<file path="config.mk">
export PLATFORM = sky130hd
export DESIGN_NAME = q2e_isqrt
export DESIGN_NICKNAME = d
export VERILOG_FILES = /design/src/rtl/q2e_pkg.sv /design/src/rtl/q2e_isqrt.sv
export SDC_FILE = /design/constraint.sdc
export NUM_CORES = 2
export LEC_CHECK = 0
export BUFFER_PORTS_ARGS = -buffer_cell sky130_fd_sc_hd__clkbuf_2
export CAP_MARGIN = 20
export CORE_MARGIN = 4
export CORE_UTILIZATION = 40
export DETAILED_ROUTE_END_ITERATION = 10
export PLACE_DENSITY_LB_ADDON = 0.08
export SLEW_MARGIN = 20
export SYNTH_ARGS = -nofsm -noshare
export SYNTH_HDL_FRONTEND = slang
export SYNTH_SLANG_ARGS = --single-unit
</file>
<file path="constraint.sdc">
create_clock -name clock -period 3.7 [get_ports clock]
set_input_delay 0.74 -clock clock [delete_from_list [all_inputs] [get_ports clock]]
set_output_delay 0.74 -clock clock [all_outputs]
set_load 0.02 [all_outputs]
</file>
<file path="src/rtl/q2e_pkg.sv">
`default_nettype none
// ----------------------------------------------------------------------------
// q2e_pkg
// Shared widths, constants and the arctangent table of the quaternion to
// Euler angle converter.
// ----------------------------------------------------------------------------
package q2e_pkg;

   localparam int QUAT_W        = 16;
   localparam int PROD_W        = 32;
   localparam int TERM_W        = 34;
   localparam int MAG_W         = 30;
   localparam int SQ_W          = 60;
   localparam int RAD_W         = 61;
   localparam int RES_W         = 62;
   localparam int ROOT_W        = 31;
   localparam int SQRT_STEPS    = 31;
   localparam int CORDIC_W      = 40;
   localparam int ANG_W         = 28;
   localparam int RND_W         = 18;
   localparam int CORDIC_STEPS  = 16;
   localparam int ATAN_ENTRIES  = 24;
   localparam int CORDIC_STAGES =
      (CORDIC_STEPS < ATAN_ENTRIES) ? CORDIC_STEPS : ATAN_ENTRIES;
   localparam int FRONT_LAT     = 4;
   localparam int CORDIC_LAT    = CORDIC_STAGES + 2;
   localparam int TOTAL_LAT     = FRONT_LAT + SQRT_STEPS + CORDIC_LAT + 1;

   localparam logic signed [TERM_W-1:0] ONE_Q30     = TERM_W'(64'sd1073741824);
   localparam logic signed [TERM_W-1:0] NEG_ONE_Q30 = -ONE_Q30;
   localparam logic signed [ANG_W-1:0]  DEG180_Q16  = ANG_W'(180 * 65536);
   localparam logic signed [RND_W-1:0]  ANGLE_LIMIT = RND_W'(23040);
   localparam logic signed [RND_W-1:0]  PITCH_LIMIT = RND_W'(11520);

   typedef struct packed {
      logic signed [TERM_W-1:0] roll_y;
      logic signed [TERM_W-1:0] roll_x;
      logic signed [TERM_W-1:0] yaw_y;
      logic signed [TERM_W-1:0] yaw_x;
      logic signed [TERM_W-1:0] sin_p;
      logic                     clamp_pos;
      logic                     clamp_neg;
   } term_type;

   function automatic logic signed [ANG_W-1:0] atan_entry(input int idx);
      logic signed [ANG_W-1:0] val;
      case (idx)
         0:       val = ANG_W'(2949120);
         1:       val = ANG_W'(1740967);
         2:       val = ANG_W'(919879);
         3:       val = ANG_W'(466945);
         4:       val = ANG_W'(234379);
         5:       val = ANG_W'(117304);
         6:       val = ANG_W'(58666);
         7:       val = ANG_W'(29335);
         8:       val = ANG_W'(14668);
         9:       val = ANG_W'(7334);
         10:      val = ANG_W'(3667);
         11:      val = ANG_W'(1833);
         12:      val = ANG_W'(917);
         13:      val = ANG_W'(458);
         14:      val = ANG_W'(229);
         15:      val = ANG_W'(115);
         16:      val = ANG_W'(57);
         17:      val = ANG_W'(29);
         18:      val = ANG_W'(14);
         19:      val = ANG_W'(7);
         20:      val = ANG_W'(4);
         21:      val = ANG_W'(2);
         22:      val = ANG_W'(1);
         default: val = '0;
      endcase
      return val;
   endfunction

endpackage
`default_nettype wire

</file>
<file path="src/rtl/q2e_isqrt.sv">
`default_nettype none
// ----------------------------------------------------------------------------
// q2e_isqrt
// Pipelined integer square root, one result bit per register stage.
// ----------------------------------------------------------------------------
module q2e_isqrt (
   input  wire                                clock,
   input  wire                                enable,
   input  wire  logic [q2e_pkg::RAD_W-1:0]   rad,
   output logic [q2e_pkg::ROOT_W-1:0]         root
);

   logic [q2e_pkg::RES_W-1:0] rem_ff [q2e_pkg::SQRT_STEPS];
   logic [q2e_pkg::RES_W-1:0] res_ff [q2e_pkg::SQRT_STEPS];

   for (genvar k = 0; k < q2e_pkg::SQRT_STEPS; k++) begin : g_step
      localparam logic [q2e_pkg::RES_W-1:0] BIT =
         q2e_pkg::RES_W'(1) << (q2e_pkg::RAD_W - 1 - 2 * k);
      logic [q2e_pkg::RES_W-1:0] rem_prev, res_prev, trial, rem_in, res_in;

      if (k == 0) begin : g_first
         assign rem_prev = q2e_pkg::RES_W'(rad);
         assign res_prev = '0;
      end else begin : g_next
         assign rem_prev = rem_ff[k-1];
         assign res_prev = res_ff[k-1];
      end

      always_comb begin
         trial = res_prev + BIT;
         if (rem_prev >= trial) begin
            rem_in = rem_prev - trial;
            res_in = (res_prev >> 1) + BIT;
         end else begin
            rem_in = rem_prev;
            res_in = res_prev >> 1;
         end
      end

      always_ff @(posedge clock) begin
         if (enable) begin
            rem_ff[k] <= rem_in;
            res_ff[k] <= res_in;
         end
      end
   end

   assign root = res_ff[q2e_pkg::SQRT_STEPS-1][q2e_pkg::ROOT_W-1:0];

endmodule
`default_nettype wire

</file>
==> metrics.yaml <==
outcome:
  status: "completed"
synth:
  syn_area_um2: 113000
  synth-seq-area-share_pct: 62.5
  ys.flop_type: "edfxtp_1"
  synth_edf_count: 2356
  netlist_instances: 9019
  synth_most_common_cell: "edfxtp_1"
  async_reset_ff_share_pct: 0
  synth_seq_cells: 2356
  synth.area.top_cells: "edfxtp_1 (62%), ha_1 (5.8%), xnor2_1 (3.4%), xor2_1 (3.1%), a21oi_1 (2.8%)"
  synth_common_cells: "edfxtp_1 (2356), inv_1 (637), nor2_1 (628)"
  yosysTopAreaCellShare_pct: 62.5
  yosys.cell_types.count: 85
  synth_top_cell_by_area: "edfxtp_1"
  synth_warnings: 0
  syn_avg_cell_area_um2: 12.6
hold_path:
  holdPathEnd: "rem_ff[0][644]"
  hold_path_class: "in2reg"
  holdPathStages: 1
  min_from: "enable"
routing:
  drt-total-wl_mm: 281
  dr.pass1.iters: 6
  drc_errors: 0
  dr.first_iter.drc_count: 5407
  wl_per_cell_um: 20.7
  route.vias.total: 72100
  viasPerCell: 5.31
  ant_nets: 0
critical_path:
  r2r_slack_ps: 90
  cp_cell_sequence: "ha_4 -> nand4_1 -> nor3_4 -> nand4_1 -> buf_4 -> nor4_4 -> buf_4 -> nor4_1 -> nand3_2 -> and3_4 -> or3b_4 -> xnor2_2"
  reg2regPathDepth: 12
  critPathArrivalTime_ps: 4190
  r2r-start: "rem_ff[1][211]"
  slowest_delay_ps: 430
  startpoint_type: "flop"
  cp_max_fo: 6
  path_buf_inv: 2
  cp_slowest_cell: "edfxtp_1"
  required_ps: 4280
  critPathTopFamily: "simple AND/OR/NAND/NOR gates"
  r2r_end: "rem_ff[1][309]"
  critPathCaptureType: "flop"
  critical_path_class: "reg2reg"
cts:
  clock_latency_ps: 890
  cts_root_buffer: "clkbuf_16"
  cts_buffers: 273
  clock_path_buffers: 4
  ctsHtreeMaxLevel: 5
  path_clk_slew_ps: 50
  clkSinkCount: 2356
  cts_tree: "done"
pwr:
  power.total_uw: 80700
  power_per_cell_area_nw_per_um2: 617
  peakVddDrop_uv: 353
  leakage_uw: 0.0494
sta:
  slew_viol_final: 0
  fin_skew_ps: 79.6
  timing.fmax_mhz: 277
  setup_viol: 0
  period_share_pct: 97.6
  worst_slew_pin_slew_ps: 1020
  finalHoldViolCount: 0
  fin_crit_ps: 3610
  worst_slack_ps: 90.4
  slew_headroom_pct: 31.9
die:
  coreArea_um2: 282000
  start_util_pct: 40.2
  fp.dieArea_um2: 292000
  io_pins: 94
  row_count: 195
  die_w_um: 540
  die_h_um: 540
global_routing:
  grt_max_degree: 164
  grt-ovfl-total: 0
  grt_pass1_wl_mm: 429
  grt_usage_pct: 18.7
  grt_pass1_vias: 71400
  grt_antenna_before_repair: 7
finish:
  final_area_um2: 131000
  fin_cells: 13600
  multi_input_area_um2: 39900
  drive_above_1_share_pct: 11.1
  n_fill_cell: 25500
  syn_to_final_growth_pct: 15.5
  seq_area_um2: 70700
  final_nets: 10200
placement:
  place_area_um2: 121000
  dpl.hpwl_mm: 211
  portBuffers: 93
  place_ws_ps: -610
  place_congestion: 0.908
  dp_cells: 13000
run:
  cap_violations: 0
[registers in the layout (all words and copies together), names as in the netlist]
| register | count |
|---|---|
| res_ff | 496 |
| rem_ff | 1860 |
[cells in the final DEF, fill, tap and decap left out, types with 50 or more instances in the layout]
cell type and n:
ha_1 509, nor2b_1 64, clkbuf_1 57, nor3_1 252, nand2_1 511, clkinv_1 50
or3_1 99, clkbuf_16 278, or4_1 54, inv_1 637, a21o_1 217, nand3_1 147
o21ai_0 359, o21a_1 98, a21oi_1 619, nor2_1 621, edfxtp_1 2356, clkbuf_2 92
nand2b_1 106, nor4_1 301, buf_4 343, xor2_1 396, xnor2_1 433, mux2_2 86
nand4_1 168, dlygate4sd3_1 61
[how the worst max path moves through the flow]
stage | start | to | slack, ps | cells past startpoint
after floorplan | rem_ff[0][854] | rem_ff[0][913] | 190 | 12
after CTS | rem_ff[1][569] | rem_ff[1][661] | -8 | 10
after detailed placement | rem_ff[1][218] | rem_ff[1][309] | -610 | 12
final | rem_ff[1][211] | rem_ff[1][309] | 90 | 12
after global placement | rem_ff[1][217] | rem_ff[1][292] | -630 | 13
after global routing | rem_ff[1][211] | rem_ff[1][298] | -40 | 13
[metrics by stage]
step	hold WS [ps]	util, %	TNS, ps
after floorplan	417	-	0
after global placement	430	42.8	-32480
after detailed placement	430	42.8	-29340
after CTS	241	46.2	-7.78
after global routing	282	46.4	-165
final	348	46.4	0
[power breakdown]
part | internal (uW) | switching [uW]
Clock | 15800 | 10900
Combinational | 7460 | 9880
Sequential | 33900 | 2740
Total | 57200 | 23500
[logic make-up after synthesis]
group,after synthesis,share of synthesized area (%)
AND/OR/NAND/NOR,2663,12.2
flip-flops,2356,62.5
AO/OA/AOI/OAI,1711,9.38
buffers and inverters,839,2.82
XOR/XNOR,831,6.43
adder cells (fa/ha/maj),523,5.78
multiplexers,95,0.934
other,1,0.00331
[timing repair]
item / 4_1_cts / 5_1_grt
endpoints found under the setup margin: 109 / 235
hold buffers: 61 / 0
setup buffers: 3 / 10
cloned: 1 / 1
endpoints found under the hold margin: 61 / 0
pin swaps: 6 / 22
gates resized for setup: 14 / 74
[cell type report]
class	count	share of cell area (%)
clock buffer	334	5.46
inverter	638	1.83
tap	3743	3.58
antenna	3	0.00574
multi-input combinational	5826	30.5
clock inverter	153	1.31
sequential	2356	54.1
timing repair buffer	529	3.28
[worst reg2reg max path: cells and delay by family, from the launching register on]
kind,cells,cell delay (ps)
and+or+nand+nor,8,2010
adders and majority gates,1,320
DFF,1,430
buffers and inverters,2,440
xor gates and xnor gates,1,130
[routing by layer]
metal	wire [um]	global-route usage (%)	part of all wire [%]
met5	0	0	0
met1	127000	25.8	45
met4	5980	4.63	2.1
met3	13000	2.60	4.6
met2	134000	31.2	48
(Power assumes the default switching activity.)
